$ cat src/rtl/pwt_pkg.sv
`timescale 1ns / 1ps
package pwt_pkg;

    // Field and register widths.
    localparam int ERR_W   = 16;
    localparam int DELTA_W = 17;
    localparam int INTEG_W = 32;
    localparam int GAIN_W  = 24;
    localparam int STEP_W  = 23;
    localparam int CNT_W   = 24;
    localparam int SUM_W   = 48;
    localparam int MEAN_W  = 32;
    localparam int STEER_W = 16;
    localparam int CFG_W   = 24;
    localparam int CFG_IDX_W = 3;

    // Shared multiplier operand and product widths.
    localparam int MUL_A_W = 24;
    localparam int MUL_B_W = 32;
    localparam int PROD_W  = MUL_A_W + MUL_B_W;
    localparam int ACC_W   = PROD_W + 2;

    // Shared divider widths.
    localparam int DIVD_W = 48;
    localparam int DIVS_W = 24;

    // Reset values of the tuning registers.
    localparam logic signed [GAIN_W-1:0] GAIN_P_RST = 24'sd3277;
    localparam logic signed [GAIN_W-1:0] GAIN_I_RST = 24'sd66;
    localparam logic signed [GAIN_W-1:0] GAIN_D_RST = 24'sd196608;
    localparam logic [STEP_W-1:0] STEP_P_RST = 23'd655;
    localparam logic [STEP_W-1:0] STEP_I_RST = 23'd7;
    localparam logic [STEP_W-1:0] STEP_D_RST = 23'd6554;
    localparam logic [15:0] WARMUP_RST  = 16'd100;
    localparam logic [15:0] MIN_RUN_RST = 16'd300;

    localparam logic [STEP_W-1:0] STEP_MAX = {STEP_W{1'b1}};
    localparam logic [CNT_W-1:0]  CNT_MAX  = {CNT_W{1'b1}};
    localparam logic [SUM_W-1:0]  SUM_MAX  = {SUM_W{1'b1}};
    localparam logic [MEAN_W-1:0] MEAN_MAX = {MEAN_W{1'b1}};
    localparam logic signed [STEER_W-1:0] STEER_POS = 16'sd16384;
    localparam logic signed [STEER_W-1:0] STEER_NEG = -16'sd16384;

    // Operation codes of an input word.
    localparam logic OP_SAMPLE = 1'b0;
    localparam logic OP_TUNE   = 1'b1;

    // Gain and step target codes.
    localparam logic [1:0] TGT_P = 2'd0;
    localparam logic [1:0] TGT_I = 2'd1;
    localparam logic [1:0] TGT_D = 2'd2;

    // Configuration register indexes.
    typedef enum logic [CFG_IDX_W-1:0] {
        CFG_GAIN_P  = 3'd0,
        CFG_GAIN_I  = 3'd1,
        CFG_GAIN_D  = 3'd2,
        CFG_STEP_P  = 3'd3,
        CFG_STEP_I  = 3'd4,
        CFG_STEP_D  = 3'd5,
        CFG_WARMUP  = 3'd6,
        CFG_MIN_RUN = 3'd7
    } t_cfg_idx;

    // Sequencer states.
    typedef enum logic [3:0] {
        S_IDLE,
        S_SQ,
        S_KP,
        S_KD,
        S_KI,
        S_ACC,
        S_STEER,
        S_DIV,
        S_DEC,
        S_SCALE,
        S_SCALE_W,
        S_FINAL,
        S_DONE
    } t_state;

    // Request to the shared divider.
    typedef struct packed {
        logic              start;
        logic [DIVD_W-1:0] dividend;
        logic [DIVS_W-1:0] divisor;
    } t_div_req;

    // Saturate a widened gain sum to the signed gain range.
    function automatic logic signed [GAIN_W-1:0] sat_gain(input logic signed [GAIN_W+1:0] v);
        logic signed [GAIN_W+1:0] hi;
        logic signed [GAIN_W+1:0] lo;
        hi = {3'b000, {(GAIN_W-1){1'b1}}};
        lo = {3'b111, {(GAIN_W-1){1'b0}}};
        if (v > hi) begin
            sat_gain = hi[GAIN_W-1:0];
        end else if (v < lo) begin
            sat_gain = lo[GAIN_W-1:0];
        end else begin
            sat_gain = v[GAIN_W-1:0];
        end
    endfunction

endpackage

$ cat src/rtl/pwt_in_if.sv
`timescale 1ns / 1ps
interface pwt_in_if;
    logic                                  valid;
    logic                                  ready;
    logic                                  operation;
    logic signed [pwt_pkg::ERR_W-1:0]      track_error;

    modport source (output valid, output operation, output track_error, input ready);
    modport sink   (input valid, input operation, input track_error, output ready);
endinterface

$ cat src/rtl/pwt_out_if.sv
`timescale 1ns / 1ps
interface pwt_out_if;
    logic                                  valid;
    logic                                  ready;
    logic signed [pwt_pkg::STEER_W-1:0]    steer_cmd;
    logic signed [pwt_pkg::GAIN_W-1:0]     cur_gain_p;
    logic signed [pwt_pkg::GAIN_W-1:0]     cur_gain_i;
    logic signed [pwt_pkg::GAIN_W-1:0]     cur_gain_d;
    logic [pwt_pkg::MEAN_W-1:0]            run_mean_error;
    logic                                  improved;

    modport source (output valid, output steer_cmd, output cur_gain_p, output cur_gain_i,
                    output cur_gain_d, output run_mean_error, output improved, input ready);
    modport sink   (input valid, input steer_cmd, input cur_gain_p, input cur_gain_i,
                    input cur_gain_d, input run_mean_error, input improved, output ready);
endinterface

$ cat src/rtl/pid_with_twiddle_tuning.sv
`timescale 1ns / 1ps
// PID steering loop with twiddle gain tuning.
// Input channel i_in carries an operation bit and a Q8.8 error. A sample word
// updates the error state and yields a Q2.14 steer command; a tune word closes
// a run, yields the mean squared error and moves the gains by twiddle.
// Output channel o_out carries the steer command, the three gains after the
// word, the run mean and an improvement flag; one result word per input word.
// A sample word makes four passes through the one shared 24x32 multiplier,
// for the square and the P, D and I terms, before its result is valid. A
// tune word past warm-up runs the one-bit-a-cycle divider for the mean,
// plus one multiplier pass when a step is rescaled by 1.1 or 0.9.
// Throughput: one word at a time; i_in.ready is high only while the sequencer
// is idle. A finished result waits in the output register, so the next word
// can be accepted while the receiver stalls; a further result then waits
// until the held one is taken.
// Reset (synchronous, active low) restores the default gains, steps and run
// lengths and clears the error state. Configuration writes on i_cfg_we must
// be made only while idle; writing a gain or step also loads the working value.
module pid_with_twiddle_tuning (
    input  logic                                i_clk,
    input  logic                                i_rst_n,
    pwt_in_if.sink                              i_in,
    pwt_out_if.source                           o_out,
    input  logic                                i_cfg_we,
    input  logic [pwt_pkg::CFG_IDX_W-1:0]       i_cfg_idx,
    input  logic [pwt_pkg::CFG_W-1:0]           i_cfg_data
);

    pwt_pkg::t_state r_state, n_state;

    // Error and run state.
    logic signed [pwt_pkg::ERR_W-1:0]   r_last;
    logic signed [pwt_pkg::DELTA_W-1:0] r_delta;
    logic signed [pwt_pkg::INTEG_W-1:0] r_integ;
    logic [pwt_pkg::SUM_W-1:0]          r_sq_sum;
    logic [pwt_pkg::CNT_W-1:0]          r_count;
    logic                               r_sq_en;
    logic [pwt_pkg::MEAN_W-1:0]         r_best;
    logic                               r_best_valid;
    logic [1:0]                         r_target;
    logic                               r_going_up;
    logic [1:0]                         r_t;
    logic                               r_scale_up;
    logic [15:0]                        r_warmup;
    logic [15:0]                        r_min_run;

    logic signed [pwt_pkg::GAIN_W-1:0]  r_gain [3];
    logic [pwt_pkg::STEP_W-1:0]         r_step [3];

    // Work results.
    logic signed [pwt_pkg::ACC_W-1:0]   r_acc;
    logic signed [pwt_pkg::STEER_W-1:0] r_steer;
    logic [pwt_pkg::MEAN_W-1:0]         r_mean;
    logic                               r_improved;

    // Output register.
    logic                               r_out_valid;
    logic signed [pwt_pkg::STEER_W-1:0] r_o_steer;
    logic signed [pwt_pkg::GAIN_W-1:0]  r_o_gain_p;
    logic signed [pwt_pkg::GAIN_W-1:0]  r_o_gain_i;
    logic signed [pwt_pkg::GAIN_W-1:0]  r_o_gain_d;
    logic [pwt_pkg::MEAN_W-1:0]         r_o_mean;
    logic                               r_o_improved;

    // Shared units.
    logic signed [pwt_pkg::MUL_A_W-1:0] w_mul_a;
    logic signed [pwt_pkg::MUL_B_W-1:0] w_mul_b;
    logic signed [pwt_pkg::PROD_W-1:0]  w_prod;
    pwt_pkg::t_div_req                  w_div_req;
    logic                               w_div_done;
    logic [pwt_pkg::DIVD_W-1:0]         w_div_quo;

    logic                               w_accept;
    logic                               w_load_out;
    logic                               w_run_ok;
    logic [1:0]                         w_sel;
    logic [1:0]                         w_tgt_cl;
    logic signed [pwt_pkg::GAIN_W-1:0]  w_gsel;
    logic [pwt_pkg::STEP_W-1:0]         w_ssel;
    logic signed [pwt_pkg::GAIN_W+1:0]  w_g_up;
    logic signed [pwt_pkg::GAIN_W+1:0]  w_g_dn;
    logic [pwt_pkg::STEP_W+3:0]         w_scaled;
    logic [pwt_pkg::STEP_W:0]           w_q0;
    logic [pwt_pkg::STEP_W+3:0]         w_q0x10;
    logic [pwt_pkg::STEP_W+3:0]         w_q_rem;
    logic [pwt_pkg::STEP_W:0]           w_quot;
    logic signed [pwt_pkg::DELTA_W-1:0] w_e_delta;
    logic signed [pwt_pkg::INTEG_W:0]   w_integ_sum;
    logic [pwt_pkg::SUM_W:0]            w_sq_next;
    logic signed [pwt_pkg::ACC_W-1:0]   w_neg;
    logic signed [pwt_pkg::ACC_W-1:0]   w_rnd;

    // Rounding half and clamp bound of the Q.24 steer sum.
    localparam logic signed [pwt_pkg::ACC_W-1:0] ACC_RND   =
        {{(pwt_pkg::ACC_W-10){1'b0}}, 10'd512};
    localparam logic signed [pwt_pkg::ACC_W-1:0] ACC_BOUND =
        {{(pwt_pkg::ACC_W-25){1'b0}}, 1'b1, 24'd0};

    // Reciprocal of ten in Q.26, rounded down. The product quotient is at most
    // one short for any scaled step, so one compare afterwards makes it exact.
    localparam int TENTH_SHIFT = 26;
    localparam logic signed [pwt_pkg::MUL_A_W-1:0] TENTH_RECIP = 24'sd6710886;

    pwt_mul u_mul (
        .i_clk  (i_clk),
        .i_a    (w_mul_a),
        .i_b    (w_mul_b),
        .o_prod (w_prod)
    );

    pwt_div u_div (
        .i_clk   (i_clk),
        .i_rst_n (i_rst_n),
        .i_req   (w_div_req),
        .o_done  (w_div_done),
        .o_quo   (w_div_quo)
    );

    assign i_in.ready = (r_state == pwt_pkg::S_IDLE);
    assign w_accept   = i_in.valid && i_in.ready;
    assign w_load_out = (r_state == pwt_pkg::S_DONE) && (!r_out_valid || o_out.ready);
    assign w_run_ok   = r_count > {8'd0, r_warmup};

    // Target code three acts as the derivative gain.
    assign w_tgt_cl = (r_target > pwt_pkg::TGT_D) ? pwt_pkg::TGT_D : r_target;

    // One gain and step read port, its index chosen by the sequencer.
    always_comb begin
        case (r_state)
            pwt_pkg::S_DEC:   w_sel = r_best_valid ? w_tgt_cl : pwt_pkg::TGT_P;
            pwt_pkg::S_FINAL: w_sel = w_tgt_cl;
            default:          w_sel = r_t;
        endcase
    end

    assign w_gsel = (w_sel == pwt_pkg::TGT_P) ? r_gain[0] :
                    (w_sel == pwt_pkg::TGT_I) ? r_gain[1] : r_gain[2];
    assign w_ssel = (w_sel == pwt_pkg::TGT_P) ? r_step[0] :
                    (w_sel == pwt_pkg::TGT_I) ? r_step[1] : r_step[2];
    assign w_g_up = {{2{w_gsel[pwt_pkg::GAIN_W-1]}}, w_gsel} + {3'b000, w_ssel};
    assign w_g_dn = {{2{w_gsel[pwt_pkg::GAIN_W-1]}}, w_gsel} - {2'b00, w_ssel, 1'b0};

    // Step times 11 or 9, plus the rounding half of a division by ten.
    assign w_scaled = r_scale_up
        ? ({1'b0, w_ssel, 3'b000} + {3'b000, w_ssel, 1'b0} + {4'b0000, w_ssel} + 27'd5)
        : ({1'b0, w_ssel, 3'b000} + {4'b0000, w_ssel} + 27'd5);

    // Division by ten from the reciprocal product, with one correction step.
    assign w_q0    = w_prod[TENTH_SHIFT+pwt_pkg::STEP_W:TENTH_SHIFT];
    assign w_q0x10 = {w_q0, 3'b000} + {2'b00, w_q0, 1'b0};
    assign w_q_rem = w_scaled - w_q0x10;
    assign w_quot  = w_q0 + {{pwt_pkg::STEP_W{1'b0}}, (w_q_rem >= 27'd10)};

    // Sample arithmetic.
    assign w_e_delta   = {i_in.track_error[pwt_pkg::ERR_W-1], i_in.track_error}
                       - {r_last[pwt_pkg::ERR_W-1], r_last};
    assign w_integ_sum = {r_integ[pwt_pkg::INTEG_W-1], r_integ}
                       + {{(pwt_pkg::INTEG_W-pwt_pkg::ERR_W+1){i_in.track_error[pwt_pkg::ERR_W-1]}},
                          i_in.track_error};
    assign w_sq_next   = {1'b0, r_sq_sum} + {17'd0, w_prod[31:0]};
    assign w_neg       = -r_acc;
    assign w_rnd       = (w_neg + ACC_RND) >>> 10;

    // Next state.
    always_comb begin
        n_state = r_state;
        unique case (r_state)
            pwt_pkg::S_IDLE: begin
                if (w_accept) begin
                    if (i_in.operation == pwt_pkg::OP_SAMPLE) begin
                        n_state = pwt_pkg::S_SQ;
                    end else if (w_run_ok) begin
                        n_state = pwt_pkg::S_DIV;
                    end else begin
                        n_state = pwt_pkg::S_DEC;
                    end
                end
            end
            pwt_pkg::S_SQ:    n_state = pwt_pkg::S_KP;
            pwt_pkg::S_KP:    n_state = pwt_pkg::S_KD;
            pwt_pkg::S_KD:    n_state = pwt_pkg::S_KI;
            pwt_pkg::S_KI:    n_state = pwt_pkg::S_ACC;
            pwt_pkg::S_ACC:   n_state = pwt_pkg::S_STEER;
            pwt_pkg::S_STEER: n_state = pwt_pkg::S_DONE;
            pwt_pkg::S_DIV: begin
                if (w_div_done) begin
                    n_state = pwt_pkg::S_DEC;
                end
            end
            pwt_pkg::S_DEC: begin
                if (!r_best_valid) begin
                    n_state = pwt_pkg::S_DONE;
                end else if (r_mean < r_best && r_count > {8'd0, r_min_run}) begin
                    n_state = pwt_pkg::S_SCALE;
                end else if (r_going_up) begin
                    n_state = pwt_pkg::S_FINAL;
                end else begin
                    n_state = pwt_pkg::S_SCALE;
                end
            end
            pwt_pkg::S_SCALE:   n_state = pwt_pkg::S_SCALE_W;
            pwt_pkg::S_SCALE_W: n_state = pwt_pkg::S_FINAL;
            pwt_pkg::S_FINAL:   n_state = pwt_pkg::S_DONE;
            pwt_pkg::S_DONE: begin
                if (w_load_out) begin
                    n_state = pwt_pkg::S_IDLE;
                end
            end
            default: n_state = pwt_pkg::S_IDLE;
        endcase
    end

    // Unit controls.
    always_comb begin
        w_mul_a   = '0;
        w_mul_b   = '0;
        w_div_req = '0;
        unique case (r_state)
            pwt_pkg::S_IDLE: begin
                w_div_req.start    = w_accept && (i_in.operation == pwt_pkg::OP_TUNE) && w_run_ok;
                w_div_req.dividend = r_sq_sum;
                w_div_req.divisor  = r_count - {8'd0, r_warmup};
            end
            pwt_pkg::S_SQ: begin
                w_mul_a = {{(pwt_pkg::MUL_A_W-pwt_pkg::ERR_W){r_last[pwt_pkg::ERR_W-1]}}, r_last};
                w_mul_b = {{(pwt_pkg::MUL_B_W-pwt_pkg::ERR_W){r_last[pwt_pkg::ERR_W-1]}}, r_last};
            end
            pwt_pkg::S_KP: begin
                w_mul_a = r_gain[0];
                w_mul_b = {{(pwt_pkg::MUL_B_W-pwt_pkg::ERR_W){r_last[pwt_pkg::ERR_W-1]}}, r_last};
            end
            pwt_pkg::S_KD: begin
                w_mul_a = r_gain[2];
                w_mul_b = {{(pwt_pkg::MUL_B_W-pwt_pkg::DELTA_W){r_delta[pwt_pkg::DELTA_W-1]}},
                           r_delta};
            end
            pwt_pkg::S_KI: begin
                w_mul_a = r_gain[1];
                w_mul_b = r_integ;
            end
            pwt_pkg::S_SCALE: begin
                w_mul_a = TENTH_RECIP;
                w_mul_b = {{(pwt_pkg::MUL_B_W-pwt_pkg::STEP_W-4){1'b0}}, w_scaled};
            end
            default: begin
                w_mul_a = '0;
            end
        endcase
    end

    // Control registers and outputs.
    always_ff @(posedge i_clk) begin
        if (!i_rst_n) begin
            r_state      <= pwt_pkg::S_IDLE;
            r_out_valid  <= 1'b0;
            r_last       <= '0;
            r_delta      <= '0;
            r_integ      <= '0;
            r_sq_sum     <= '0;
            r_count      <= '0;
            r_best       <= '0;
            r_best_valid <= 1'b0;
            r_target     <= pwt_pkg::TGT_P;
            r_going_up   <= 1'b1;
            r_warmup     <= pwt_pkg::WARMUP_RST;
            r_min_run    <= pwt_pkg::MIN_RUN_RST;
            r_gain[0]    <= pwt_pkg::GAIN_P_RST;
            r_gain[1]    <= pwt_pkg::GAIN_I_RST;
            r_gain[2]    <= pwt_pkg::GAIN_D_RST;
            r_step[0]    <= pwt_pkg::STEP_P_RST;
            r_step[1]    <= pwt_pkg::STEP_I_RST;
            r_step[2]    <= pwt_pkg::STEP_D_RST;
        end else begin
            r_state <= n_state;

            // Configuration writes.
            if (i_cfg_we) begin
                unique case (pwt_pkg::t_cfg_idx'(i_cfg_idx))
                    pwt_pkg::CFG_GAIN_P:  r_gain[0] <= i_cfg_data;
                    pwt_pkg::CFG_GAIN_I:  r_gain[1] <= i_cfg_data;
                    pwt_pkg::CFG_GAIN_D:  r_gain[2] <= i_cfg_data;
                    pwt_pkg::CFG_STEP_P:  r_step[0] <= i_cfg_data[pwt_pkg::STEP_W-1:0];
                    pwt_pkg::CFG_STEP_I:  r_step[1] <= i_cfg_data[pwt_pkg::STEP_W-1:0];
                    pwt_pkg::CFG_STEP_D:  r_step[2] <= i_cfg_data[pwt_pkg::STEP_W-1:0];
                    pwt_pkg::CFG_WARMUP:  r_warmup  <= i_cfg_data[15:0];
                    pwt_pkg::CFG_MIN_RUN: r_min_run <= i_cfg_data[15:0];
                    default:              r_warmup  <= r_warmup;
                endcase
            end

            // Output register.
            if (w_load_out) begin
                r_out_valid <= 1'b1;
            end else if (o_out.ready) begin
                r_out_valid <= 1'b0;
            end

            case (r_state)
                pwt_pkg::S_IDLE: begin
                    if (w_accept && i_in.operation == pwt_pkg::OP_SAMPLE) begin
                        r_last  <= i_in.track_error;
                        r_delta <= w_e_delta;
                        if (w_integ_sum[pwt_pkg::INTEG_W] != w_integ_sum[pwt_pkg::INTEG_W-1]) begin
                            r_integ <= w_integ_sum[pwt_pkg::INTEG_W]
                                     ? {1'b1, {(pwt_pkg::INTEG_W-1){1'b0}}}
                                     : {1'b0, {(pwt_pkg::INTEG_W-1){1'b1}}};
                        end else begin
                            r_integ <= w_integ_sum[pwt_pkg::INTEG_W-1:0];
                        end
                        r_sq_en <= w_run_ok;
                        if (r_count != pwt_pkg::CNT_MAX) begin
                            r_count <= r_count + 1'b1;
                        end
                    end
                end
                pwt_pkg::S_KP: begin
                    if (r_sq_en) begin
                        r_sq_sum <= w_sq_next[pwt_pkg::SUM_W] ? pwt_pkg::SUM_MAX
                                                              : w_sq_next[pwt_pkg::SUM_W-1:0];
                    end
                end
                pwt_pkg::S_DEC: begin
                    r_sq_sum <= '0;
                    r_count  <= '0;
                    if (!r_best_valid) begin
                        r_best_valid <= 1'b1;
                        r_best       <= r_mean;
                        r_gain[0]    <= pwt_pkg::sat_gain(w_g_up);
                    end else begin
                        r_last  <= '0;
                        r_delta <= '0;
                        r_integ <= '0;
                        r_t     <= w_tgt_cl;
                        if (r_mean < r_best && r_count > {8'd0, r_min_run}) begin
                            r_best     <= r_mean;
                            r_scale_up <= 1'b1;
                            r_target   <= (w_tgt_cl == pwt_pkg::TGT_D) ? pwt_pkg::TGT_P
                                                                       : w_tgt_cl + 1'b1;
                            r_going_up <= 1'b1;
                        end else if (r_going_up) begin
                            r_going_up <= 1'b0;
                        end else begin
                            r_gain[w_tgt_cl] <= pwt_pkg::sat_gain(w_g_up);
                            r_scale_up <= 1'b0;
                            r_target   <= (w_tgt_cl == pwt_pkg::TGT_D) ? pwt_pkg::TGT_P
                                                                       : w_tgt_cl + 1'b1;
                            r_going_up <= 1'b1;
                        end
                    end
                end
                pwt_pkg::S_SCALE_W: begin
                    r_step[r_t] <= w_quot[pwt_pkg::STEP_W] ? pwt_pkg::STEP_MAX
                                                           : w_quot[pwt_pkg::STEP_W-1:0];
                end
                pwt_pkg::S_FINAL: begin
                    r_gain[w_tgt_cl] <= r_going_up ? pwt_pkg::sat_gain(w_g_up)
                                                   : pwt_pkg::sat_gain(w_g_dn);
                end
                default: begin
                    r_sq_en <= r_sq_en;
                end
            endcase
        end
    end

    // Work result and output payload registers.
    always_ff @(posedge i_clk) begin
        case (r_state)
            pwt_pkg::S_IDLE: begin
                if (w_accept) begin
                    r_improved <= 1'b0;
                    r_steer    <= '0;
                    r_mean     <= (i_in.operation == pwt_pkg::OP_TUNE && !w_run_ok)
                                ? pwt_pkg::MEAN_MAX : '0;
                end
            end
            pwt_pkg::S_KD:  r_acc <= {{2{w_prod[pwt_pkg::PROD_W-1]}}, w_prod};
            pwt_pkg::S_KI:  r_acc <= r_acc + {{2{w_prod[pwt_pkg::PROD_W-1]}}, w_prod};
            pwt_pkg::S_ACC: r_acc <= r_acc + {{2{w_prod[pwt_pkg::PROD_W-1]}}, w_prod};
            pwt_pkg::S_STEER: begin
                if (w_neg >= ACC_BOUND) begin
                    r_steer <= pwt_pkg::STEER_POS;
                end else if (w_neg <= -ACC_BOUND) begin
                    r_steer <= pwt_pkg::STEER_NEG;
                end else begin
                    r_steer <= w_rnd[pwt_pkg::STEER_W-1:0];
                end
            end
            pwt_pkg::S_DIV: begin
                if (w_div_done) begin
                    r_mean <= (w_div_quo[pwt_pkg::DIVD_W-1:pwt_pkg::MEAN_W] != '0)
                            ? pwt_pkg::MEAN_MAX : w_div_quo[pwt_pkg::MEAN_W-1:0];
                end
            end
            pwt_pkg::S_DEC: begin
                if (!r_best_valid || (r_mean < r_best && r_count > {8'd0, r_min_run})) begin
                    r_improved <= 1'b1;
                end
            end
            default: begin
                r_acc <= r_acc;
            end
        endcase

        if (w_load_out) begin
            r_o_steer    <= r_steer;
            r_o_gain_p   <= r_gain[0];
            r_o_gain_i   <= r_gain[1];
            r_o_gain_d   <= r_gain[2];
            r_o_mean     <= r_mean;
            r_o_improved <= r_improved;
        end
    end

    assign o_out.valid          = r_out_valid;
    assign o_out.steer_cmd      = r_o_steer;
    assign o_out.cur_gain_p     = r_o_gain_p;
    assign o_out.cur_gain_i     = r_o_gain_i;
    assign o_out.cur_gain_d     = r_o_gain_d;
    assign o_out.run_mean_error = r_o_mean;
    assign o_out.improved       = r_o_improved;

    // Once a best error is recorded it stays recorded.
    a_best_sticky: assert property (@(posedge i_clk) disable iff (!i_rst_n)
        r_best_valid |=> r_best_valid)
        else $error("best error record was lost");

    // The target rotation never reaches code three.
    a_target_range: assert property (@(posedge i_clk) disable iff (!i_rst_n)
        r_target != 2'd3)
        else $error("tune target left the P, I, D rotation");

    // The steer command stays within minus one to one.
    a_steer_range: assert property (@(posedge i_clk) disable iff (!i_rst_n)
        o_out.valid |-> (o_out.steer_cmd <= pwt_pkg::STEER_POS &&
                         o_out.steer_cmd >= pwt_pkg::STEER_NEG))
        else $error("steer command out of range");

    // The divider finishes only while the sequencer waits for it.
    a_div_wait: assert property (@(posedge i_clk) disable iff (!i_rst_n)
        w_div_done |-> (r_state == pwt_pkg::S_DIV))
        else $error("divider finished outside a wait state");

endmodule

$ cat src/rtl/pwt_mul.sv
`timescale 1ns / 1ps
module pwt_mul (
    input  logic                                  i_clk,
    input  logic signed [pwt_pkg::MUL_A_W-1:0]    i_a,
    input  logic signed [pwt_pkg::MUL_B_W-1:0]    i_b,
    output logic signed [pwt_pkg::PROD_W-1:0]     o_prod
);

    logic signed [pwt_pkg::PROD_W-1:0] r_prod;

    // One signed product per cycle, registered.
    always_ff @(posedge i_clk) begin
        r_prod <= i_a * i_b;
    end

    assign o_prod = r_prod;

endmodule

$ cat src/rtl/pwt_div.sv
`timescale 1ns / 1ps
module pwt_div (
    input  logic                          i_clk,
    input  logic                          i_rst_n,
    input  pwt_pkg::t_div_req             i_req,
    output logic                          o_done,
    output logic [pwt_pkg::DIVD_W-1:0]    o_quo
);

    localparam int CNT_W = $clog2(pwt_pkg::DIVD_W + 1);

    logic                          r_busy;
    logic                          r_done;
    logic [CNT_W-1:0]              r_cnt;
    logic [pwt_pkg::DIVS_W:0]      r_rem;
    logic [pwt_pkg::DIVD_W-1:0]    r_quo;
    logic [pwt_pkg::DIVS_W-1:0]    r_dvs;

    logic [pwt_pkg::DIVS_W:0]      w_rem_sh;
    logic [pwt_pkg::DIVS_W+1:0]    w_diff;

    // One quotient bit per cycle, restoring form.
    assign w_rem_sh = {r_rem[pwt_pkg::DIVS_W-1:0], r_quo[pwt_pkg::DIVD_W-1]};
    assign w_diff   = {1'b0, w_rem_sh} - {2'b00, r_dvs};

    always_ff @(posedge i_clk) begin
        if (!i_rst_n) begin
            r_busy <= 1'b0;
            r_done <= 1'b0;
            r_cnt  <= '0;
        end else begin
            r_done <= 1'b0;
            if (i_req.start) begin
                r_busy <= 1'b1;
                r_cnt  <= CNT_W'(pwt_pkg::DIVD_W);
            end else if (r_busy) begin
                r_cnt <= r_cnt - 1'b1;
                if (r_cnt == CNT_W'(1)) begin
                    r_busy <= 1'b0;
                    r_done <= 1'b1;
                end
            end
        end
    end

    always_ff @(posedge i_clk) begin
        if (i_req.start) begin
            r_rem <= '0;
            r_quo <= i_req.dividend;
            r_dvs <= i_req.divisor;
        end else if (r_busy) begin
            if (!w_diff[pwt_pkg::DIVS_W+1]) begin
                r_rem <= w_diff[pwt_pkg::DIVS_W:0];
                r_quo <= {r_quo[pwt_pkg::DIVD_W-2:0], 1'b1};
            end else begin
                r_rem <= w_rem_sh;
                r_quo <= {r_quo[pwt_pkg::DIVD_W-2:0], 1'b0};
            end
        end
    end

    assign o_done = r_done;
    assign o_quo  = r_quo;

endmodule

$ cat src/flat_wrapper.sv
// flat-port wrapper written by rule: the top's interface ports become plain ports
module pid_with_twiddle_tuning_flat 
  (i_clk, i_rst_n, i_cfg_we, i_cfg_idx, i_cfg_data, i_in_valid, i_in_operation, i_in_track_error, i_in_ready, o_out_valid, o_out_steer_cmd, o_out_cur_gain_p, o_out_cur_gain_i, o_out_cur_gain_d, o_out_run_mean_error, o_out_improved, o_out_ready);
  pwt_in_if i_in_i ();
  pwt_out_if o_out_i ();
  input  logic i_clk;
  input  logic i_rst_n;
  input  logic i_cfg_we;
  input  logic [pwt_pkg::CFG_IDX_W-1:0] i_cfg_idx;
  input  logic [pwt_pkg::CFG_W-1:0] i_cfg_data;
  input wire logic [$bits(i_in_i.valid)-1:0] i_in_valid;
  input wire logic [$bits(i_in_i.operation)-1:0] i_in_operation;
  input wire logic [$bits(i_in_i.track_error)-1:0] i_in_track_error;
  output wire logic [$bits(i_in_i.ready)-1:0] i_in_ready;
  output wire logic [$bits(o_out_i.valid)-1:0] o_out_valid;
  output wire logic [$bits(o_out_i.steer_cmd)-1:0] o_out_steer_cmd;
  output wire logic [$bits(o_out_i.cur_gain_p)-1:0] o_out_cur_gain_p;
  output wire logic [$bits(o_out_i.cur_gain_i)-1:0] o_out_cur_gain_i;
  output wire logic [$bits(o_out_i.cur_gain_d)-1:0] o_out_cur_gain_d;
  output wire logic [$bits(o_out_i.run_mean_error)-1:0] o_out_run_mean_error;
  output wire logic [$bits(o_out_i.improved)-1:0] o_out_improved;
  input wire logic [$bits(o_out_i.ready)-1:0] o_out_ready;
  assign i_in_i.valid = i_in_valid;
  assign i_in_i.operation = i_in_operation;
  assign i_in_i.track_error = i_in_track_error;
  assign i_in_ready = i_in_i.ready;
  assign o_out_valid = o_out_i.valid;
  assign o_out_steer_cmd = o_out_i.steer_cmd;
  assign o_out_cur_gain_p = o_out_i.cur_gain_p;
  assign o_out_cur_gain_i = o_out_i.cur_gain_i;
  assign o_out_cur_gain_d = o_out_i.cur_gain_d;
  assign o_out_run_mean_error = o_out_i.run_mean_error;
  assign o_out_improved = o_out_i.improved;
  assign o_out_i.ready = o_out_ready;
  pid_with_twiddle_tuning u_core (.i_clk(i_clk), .i_rst_n(i_rst_n), .i_in(i_in_i), .o_out(o_out_i), .i_cfg_we(i_cfg_we), .i_cfg_idx(i_cfg_idx), .i_cfg_data(i_cfg_data));
endmodule
$ cat config.mk
export PLATFORM = sky130hd
export DESIGN_NAME = pid_with_twiddle_tuning_flat
export DESIGN_NICKNAME = d
export VERILOG_FILES = /design/src/rtl/pwt_pkg.sv /design/src/rtl/pwt_in_if.sv /design/src/rtl/pwt_out_if.sv /design/src/rtl/pid_with_twiddle_tuning.sv /design/src/rtl/pwt_mul.sv /design/src/rtl/pwt_div.sv /design/src/flat_wrapper.sv
export SDC_FILE = /design/constraint.sdc
export NUM_CORES = 2
export LEC_CHECK = 0
export BUFFER_PORTS_ARGS = -buffer_cell sky130_fd_sc_hd__buf_2
export CAP_MARGIN = 20
export CORE_ASPECT_RATIO = 0.75
export CORE_MARGIN = 2
export CORE_UTILIZATION = 55
export DETAILED_ROUTE_END_ITERATION = 7
export GPL_ROUTABILITY_DRIVEN = 0
export GPL_TIMING_DRIVEN = 0
export HOLD_SLACK_MARGIN = 0.1
export PLACE_DENSITY = 0.71
export SETUP_SLACK_MARGIN = 0.4
export SLEW_MARGIN = 20
export SYNTH_ARGS = -nofsm -noshare
export SYNTH_HDL_FRONTEND = slang
export SYNTH_HIERARCHICAL = 1
export SYNTH_SLANG_ARGS = --single-unit
$ cat constraint.sdc
create_clock -name i_clk -period 12.9 [get_ports i_clk]
set_input_delay 2.58 -clock i_clk [delete_from_list [all_inputs] [get_ports i_clk]]
set_output_delay 2.58 -clock i_clk [all_outputs]
set_load 0.01 [all_outputs]
==> results.json <==
{
  "crit_path_start_kind": "flip-flop",
  "worst-r2r-setup-slack_ns": 0.54,
  "insertion_delay_ns": 0.72,
  "wirelength_um": 258000,
  "power.density_mw_per_mm2": 177,
  "drc": 17,
  "setup_viol": 0,
  "clk_pin_slew_ns": 0.06,
  "first_pass_iters": 8,
  "violations": "design-rule violations",
  "die-area_sq_mm": 0.140,
  "viasPerCell": 6.28,
  "htree_levels": 3,
  "multi_input_area_sq_mm": 0.0516,
  "finalMaxSlewViolations": 0,
  "dr_total_vias": 65800,
  "reg2reg_from": "u_core/r_state[0]",
  "cts.sinks": 743,
  "start_util_pct": 55.5,
  "gr-total-overflow": 0,
  "final-hold-violation-count": 0,
  "required_ns": 13.44,
  "cts_tree": "done",
  "place_hpwl_um": 207000,
  "cts_root_buffer": "clkbuf_16",
  "ys_warn_count": 6,
  "synthDistinctLibCells": 114,
  "critPathMaxFanout": 10,
  "rsz0062_at_grt": "false",
  "drive_gt1_share_pct": 8.79,
  "synth_top_area_share_pct": 21.9,
  "synthTopCellsByCount": "inv_1 (1,031), nand2_1 (920), fa_1 (825), ha_1 (496), nor2_1 (492)",
  "cts_buffers": 81,
  "fin_util_pct": 61.3,
  "worstPathArrival_ns": 12.90,
  "max_stage_delay_ns": 0.63,
  "fin_crit_ns": 12.36,
  "core_sq_mm": 0.136,
  "pin_count": 172,
  "track_usage_pct": 36.3,
  "yosysMostFrequentCell": "inv_1",
  "critPathKind": "flip-flop to flip-flop",
  "portBuffers": 166,
  "worst_slack_ns": 0.538,
  "ys_seq_area_share_pct": 25.6,
  "hold_path_depth": 0,
  "synth_nets": 9639,
  "nets": 9984,
  "std_cell_rows": 117,
  "ys.flop_type": "edfxtp_1",
  "final-seq-area_sq_mm": 0.0193,
  "slew_headroom_pct": 17.0,
  "async_reset_ff_share_pct": 0,
  "grt_first_pass_wirelength_um": 386000,
  "dr.first_iter.drc_count": 8701,
  "fillers": 11400,
  "wire_per_inst_um": 24.6,
  "timing.hold.ws_ns": 0.424,
  "grt_pass1_vias": 63200,
  "clock_skew_ns": 0.0589,
  "outcome": "finished, violations left",
  "hp-start": "u_core/r_steer[6]",
  "fp.dieW_um": 432,
  "ir_worst_vdd_uv": 195,
  "fin_crit_sh_pct": 95.8,
  "synth.ff_latch_count": 743,
  "reg2regPathDepth": 50,
  "syn_avg_cell_area_sq_um": 9.13,
  "pre_cts_ws_ns": -2.42,
  "cp_slowest_cell": "fa_2",
  "critPathLaunch": "u_core/r_state[0]",
  "netlist_area_sq_mm": 0.0755,
  "syn_inst": 8269,
  "grt_max_degree": 49,
  "areaGrowthSynthToFinish_pct": 10.4,
  "drtAntennaViolNets": 0,
  "worst_slew_pin_slew_ns": 1.24,
  "antenna_found_initial": 11,
  "clock_path_buffers": 3,
  "end_kind": "flip-flop",
  "hold_path.class": "flip-flop to flip-flop",
  "p_leak_nw": 36.5,
  "fp.dieH_um": 325,
  "ys_top_cells_by_area": "fa_1 (22%), edfxtp_1 (18%), ha_1 (8.2%)",
  "post-synth-top-area-cell": "fa_1",
  "drv_cap": 0,
  "max_freq_ghz": 0.0809,
  "synth_edf_count": 445
}
[cell families (layout without fill, tap and decap cells)]
group           count (synthesis)  after routing  share of synthesized area (%)
simple gates                 2635           2635                           16.8
compound gates               1663           1663                           14.5
buf+inv                      1432           1845                           7.21
fa+ha+maj                    1330           1330                           30.2
flops                         743            743                           25.6
xor+xnor                      364            364                           4.22
mux                           102            102                           1.45
other cells                     0              8                              0
[worst paths after layout]
check / to
hold reg to reg: u_core/o_out.steer_cmd[6]
setup reg to reg: u_core/u_mul/o_prod[42]
hold / removal: u_core/o_out.steer_cmd[6]
setup / recovery: u_core/u_mul/o_prod[42]
[repair_timing]
action                     CTS  global route
pin swaps                   39            38
resized for setup          154           133
hold buffers                 0             0
buffers inserted            36            24
setup endpoints to repair  107            91
[sequential cells by signal (all words and copies together), names as in the netlist, 32 cells and up]
signal	count
u_core/r_mean	32
u_core/r_integ	32
u_core/r_sq_sum	48
u_core/o_out.run_mean_error	32
u_core/r_acc	58
u_core/u_mul/o_prod	56
u_core/u_div/o_quo	48
u_core/r_gain	72
u_core/r_step	69
u_core/r_best	32
[where the power goes]
group          switching (mW)  internal (mW)  leakage, nW
sequential              0.334           2.90         6.60
combinational            5.92           3.17         28.5
clock                    1.05           1.40         1.37
total                    7.31           7.47         36.5
[through the flow]
stage | cells | TNS [ns] | total power, mW | cell area [sq um]
after CTS | 10400 | 0 | 14.2 | 82700
after global routing | 10500 | 0 | 15.5 | 83300
after global placement | 10200 | -47.17 | 11.3 | 78500
after detailed placement | 10300 | -66.18 | 11.5 | 79000
final | 10500 | 0 | 14.8 | 83400
after floorplan | 8269 | 0 | 8.79 | 75500
[placed cells by master, fill, tap and decap left out, types with 65 or more instances in the layout]
master	count
clkbuf_1	309
nand2b_1	66
nand3_1	239
fa_1	815
xnor2_1	216
o21ai_0	409
buf_2	188
buf_4	81
nor3_1	115
a21o_1	165
edfxtp_1	445
inv_1	1022
xor2_1	135
clkbuf_16	87
nand4_1	65
ha_1	481
a21oi_1	411
dfxtp_1	296
nand2_1	917
and2_1	432
nor2_1	487
[layer usage]
metal / GRT usage, % / vias to the layer above / part of all wire [%]
li1: - / 28700 / -
met4: 18.5 / 10 / 6.4
met1: 49.9 / 31900 / 39
met2: 49.1 / 4284 / 39
met5: 0.273 / - / 0.071
met3: 14.3 / 854 / 15
[final cells by class]
cell class / count / area share (%)
plain buffers: 394 / 2.09
diodes: 8 / 0.0240
inverters: 1038 / 4.70
clock inverters: 47 / 0.608
repair buffers: 262 / 2.10
flip-flops and latches: 743 / 23.2
well taps: 1785 / 2.68
multi-input cells: 6094 / 61.9
clock buffers: 104 / 2.76
[worst max-delay path, delay by kind of cell (launching register included)]
kind	cells	cell delay, ns
xor gates and xnor gates	2	0.52
AOI/OAI and AO/OA	14	2.94
buffers and inverters	12	1.48
DFF	1	0.33
and+or+nand+nor	12	2.40
adders and majority gates	10	4.47
No activity file was read; power rests on OpenSTA's default activity.
